`src/design/fnvlp_pkg.sv`:
```
package fnvlp_pkg;

  // FNV-1a, 32-bit
  localparam logic [31:0] FNV_BASIS = 32'd2166136261;
  localparam logic [31:0] FNV_PRIME = 32'd16777619;

  // key is six bytes, one hash round per byte
  localparam int unsigned KEY_W       = 48;
  localparam int unsigned HASH_ROUNDS = 6;

  // smallest table in use is 16 buckets
  localparam logic [4:0] MIN_LOG2 = 5'd4;

  // request kinds
  localparam logic [1:0] ACT_INSERT = 2'd0;
  localparam logic [1:0] ACT_FIND   = 2'd1;
  localparam logic [1:0] ACT_CLEAR  = 2'd2;

  // result status codes
  localparam logic [2:0] ST_INSERTED  = 3'd0;
  localparam logic [2:0] ST_DUPLICATE = 3'd1;
  localparam logic [2:0] ST_FOUND     = 3'd2;
  localparam logic [2:0] ST_NOT_FOUND = 3'd3;
  localparam logic [2:0] ST_FULL      = 3'd4;
  localparam logic [2:0] ST_CLEARED   = 3'd5;

  // one bucket of the table
  typedef struct packed {
    logic              valid;
    logic [KEY_W-1:0]  key;
    logic [15:0]       index;
  } entry_t;

endpackage

```
`src/design/fnvlp_hash.sv`:
```
// Iterative FNV-1a over the six key bytes, low byte first.
// One xor-and-multiply round per cycle; done_o pulses once the hash is ready.
module fnvlp_hash (
  input  logic                        clk_i,
  input  logic                        rst_ni,
  input  logic                        start_i,
  input  logic [fnvlp_pkg::KEY_W-1:0] key_i,
  output logic [31:0]                 hash_o,
  output logic                        done_o
);

  logic        busy_q, busy_d;
  logic        done_q, done_d;
  logic [2:0]  cnt_q, cnt_d;
  logic [31:0] h_q, h_d;
  logic [7:0]  cur_byte;
  logic [31:0] round_val;

  // byte for the current round
  assign cur_byte  = 8'(key_i >> {cnt_q, 3'b000});
  assign round_val = (h_q ^ {24'd0, cur_byte}) * fnvlp_pkg::FNV_PRIME;

  // round sequencing
  always_comb begin
    busy_d = busy_q;
    done_d = 1'b0;
    cnt_d  = cnt_q;
    h_d    = h_q;
    if (start_i) begin
      busy_d = 1'b1;
      cnt_d  = 3'd0;
      h_d    = fnvlp_pkg::FNV_BASIS;
    end else if (busy_q) begin
      h_d   = round_val;
      cnt_d = cnt_q + 3'd1;
      if (cnt_q == 3'(fnvlp_pkg::HASH_ROUNDS - 1)) begin
        busy_d = 1'b0;
        done_d = 1'b1;
      end
    end
  end

  always_ff @(posedge clk_i or negedge rst_ni) begin
    if (!rst_ni) begin
      busy_q <= 1'b0;
      done_q <= 1'b0;
      cnt_q  <= 3'd0;
    end else begin
      busy_q <= busy_d;
      done_q <= done_d;
      cnt_q  <= cnt_d;
    end
  end

  // running hash, no reset needed
  always_ff @(posedge clk_i) begin
    h_q <= h_d;
  end

  assign hash_o = h_q;
  assign done_o = done_q;

endmodule

```
`config.mk`:
```
export PLATFORM = sky130hd
export DESIGN_NAME = fnvlp_hash
export DESIGN_NICKNAME = d
export VERILOG_FILES = /design/src/design/fnvlp_pkg.sv /design/src/design/fnvlp_hash.sv
export SDC_FILE = /design/constraint.sdc
export NUM_CORES = 1
export LEC_CHECK = 0
export BUFFER_PORTS_ARGS = -buffer_cell sky130_fd_sc_hd__buf_2
export CAP_MARGIN = 20
export CORE_MARGIN = 2
export CORE_UTILIZATION = 43
export CTS_BUF_LIST = sky130_fd_sc_hd__clkbuf_4 sky130_fd_sc_hd__clkbuf_8
export CTS_CLUSTER_SIZE = 12
export DETAILED_ROUTE_END_ITERATION = 10
export PLACE_DENSITY = 0.62
export SYNTH_ARGS = -nofsm -noshare
export SYNTH_HDL_FRONTEND = slang
export SYNTH_SLANG_ARGS = --single-unit
```
`constraint.sdc`:
```
create_clock -name clk_i -period 6.8 [get_ports clk_i]
set_clock_uncertainty 0.05 [all_clocks]
set_input_delay 1.36 -clock clk_i [delete_from_list [all_inputs] [get_ports clk_i]]
set_output_delay 1.36 -clock clk_i [all_outputs]
set_load 0.02 [all_outputs]
```
==> run summary <==
Status: finished, final reports clean
Cell taking the most area after synthesis: ha_1
Largest cells by area after synthesis: ha_1 (31%), fa_1 (20%), inv_1 (10%)
Drt wl/cell: 16.0 µm
Post-synthesis simple-gate area fraction: 6.31%
Compound-Gate Fraction of Synth Area: 8.90%
Max_slew headroom: 27.7%
Die width: 135 µm
Max clock buf depth: 2
Layout cell share with drive strength beyond 1: 24.0%
Top FF cell, synth: dfxtp_1
WS Path Type: in -> reg
Worst hold slack: 488 ps
Total gr overflow: 0
1st-iter DRT viols: 194
Final Max Slew Viols: 0
Setup violators final: 0
Routed Antenna Nets: 0
Worst path required time: 6980 ps
Most frequent cell after synthesis: inv_1
Largest family of logic cells by synthesized area: adder cells
Worst min path class: reg -> reg
Cell Area, Synth: 7390 µm²
Post-synth cell types: 53
H-Tree Level Count: 2
Net count after synthesis: 1110
Vias/cell: 4.96
Clk Latency, worst-skew pair: 320 ps
Ports: 84
DP HPWL: 15.2 mm
Largest net degree at the start of global routing: 52
Via count: 5760
Row count: 47
CTS Hold Buffers Added: 0
Finished Layout Cells: 1161
Dpl cells: 1141
Clock slew at reported path FFs: 90 ps
Final #Nets: 1250
Yosys reg bits: 37
GPL Wtd Cong: 0.882
CTS tree: built
Die Ht: 135 µm
Mapped Cells: 800
CTS buffer count: 5
Synth Area in Adders: 51.3%
Warnings, synthesis: 0
MaxCap Viol Count: 0
Worst Tran Pin Value: 1080 ps
Die area: 18300 µm²
Final core utilization: 54.6%
DR pass1 iterations: 4
Hold path depth: 2
CP max FO: 5
Crit path launch type: input port
Post-synth top cells: inv_1 (201), ha_1 (185), fa_1 (74)
Port bufs: 83
Root Buffer: clkbuf_8
RSZ-0062 raised after global routing: yes
Clock Sinks: 37
Initial antenna violation count: 0
Crit. End Element: flip-flop
FFs w/ async S/R, synth: 13.5%
Mux contribution to synthesized area: 5.70%
Worst endpoint data arrival time: 6880 ps
Core region area: 16700 µm²
Fill count: 1520
XOR/XNOR share of the synthesized area: 6.28%
Reg2reg path depth: 23
Synth top area share: 31.3%
Vias in the first global route: 6058
All-Layer GR Usage: 20.9%
Antenna Cells: 0
Max frequency: 0.149 GHz
Routed wire length: 18.6 mm
Avg Cell Area, Syn: 9.24 µm²
Fin crit period: 6700 ps
First-pass GRT wire length: 29.9 mm
Synth-to-Final Area Change: 23.4%
Final period utilization: 98.6%
Register area share after synthesis: 10.4%
Post-synth EDFFs: 0
Final Hold Fails: 0
# DRC: 0
Initial core utilization: 44.3%
[metal layers]
metal | share of wire, % | vias up | global-route usage [%] | wire length, µm
met5 | 0 | - | 0 | 0
met4 | 2.3 | 0 | 5.21 | 433
met3 | 2.4 | 26 | 2.21 | 436
met2 | 50 | 86 | 36.7 | 9260
met1 | 45 | 2779 | 27.7 | 8420
li1 | - | 2869 | - | -
[flip-flops by register name, indices dropped and copies added, names as in the netlist]
signal  cells
busy_q      1
cnt_q       3
done_o      1
hash_o     32
[critical path: stages]
cell and delay (ps):
buf_2 100, mux4_2 490, o2bb2ai_4 160, xor2_4 290
ha_4 250, ha_4 260, fa_1 410, ha_2 190
fa_1 500, ha_4 290, inv_2 30, fa_1 540
inv_2 50, ha_4 230, nand4_1 120, nor2_2 70
a221oi_4 320, nand2_2 130, a31o_4 250, a21o_1 160
a21oi_2 160, mux2_4 310, a31o_2 210
[worst paths after layout]
kind / slack [ps] / end / startpoint
max reg2reg: 410 / hash_o[21] / cnt_q[1]
max in group asynchronous: 5760 / busy_q / rst_ni
min reg2reg: 490 / hash_o[0] / hash_o[0]
max: 100 / hash_o[21] / key_i[27]
min: 490 / hash_o[0] / hash_o[0]
min in group asynchronous: 790 / cnt_q[0] / rst_ni
[per-stage QoR]
| step | setup slack (ps) | cell area (µm²) | TNS [ps] |
|---|---|---|---|
| finish | 98.1 | 9130 | 0 |
| global route | -80.1 | 9130 | -162 |
| CTS | 38.5 | 8670 | 0 |
| detailed placement | -422 | 8550 | -2950 |
| global placement | -411 | 8550 | -2950 |
| floorplan | -1.97 | 7530 | -1.97 |
[cells in the final DEF (no fill, tap or decap), drive strengths merged, types with 2 or more instances in the layout]
| cell type | count |
|---|---|
| nor3 | 7 |
| nor2 | 34 |
| o21ai | 24 |
| inv | 202 |
| a31o | 3 |
| clkbuf | 6 |
| mux4 | 8 |
| and3 | 3 |
| ha | 185 |
| and2 | 4 |
| a221oi | 3 |
| o211ai | 2 |
| o2bb2ai | 7 |
| or3 | 3 |
| o21bai | 5 |
| xor2 | 24 |
| nor4 | 2 |
| a211oi | 7 |
| dfxtp | 32 |
| dfrtp | 5 |
| a31oi | 2 |
| nor2b | 2 |
| nand2 | 39 |
| nand4b | 2 |
| mux2i | 23 |
| a21o | 11 |
| fa | 74 |
| xnor2 | 29 |
| nand3 | 5 |
| buf | 147 |
| a21oi | 24 |
[repair_timing]
action                                  CTS  global route
resized for setup                         0            54
endpoints found under the setup margin    3             9
pin swaps                                 1            40
cloned                                    0             0
buffers inserted                          1            11
endpoints found under the hold margin     0             0
[cell type report]
type	count	area, µm²	area share (%)
multi-input combinational	546	6300	69.1
timing repair buffer	147	896	9.82
sequential	37	767	8.41
inverter	203	762	8.35
tap	220	275	3.02
clock buffer	6	82.6	0.905
clock inverter	2	37.5	0.411
[logic make-up (layout without fill, tap and decap cells)]
| logic type | Yosys count | count (layout) |
|---|---|---|
| AO/OA/AOI/OAI | 97 | 97 |
| XOR/XNOR | 53 | 53 |
| adder cells (fa/ha/maj) | 259 | 259 |
| buffers and inverters | 217 | 358 |
| flip-flops | 37 | 37 |
| multiplexers | 32 | 32 |
| AND/OR/NAND/NOR | 105 | 105 |
Power is left out: the tool's default activity adds up to more than one toggle a clock period on the data nets, which glitch-free logic cannot reach.
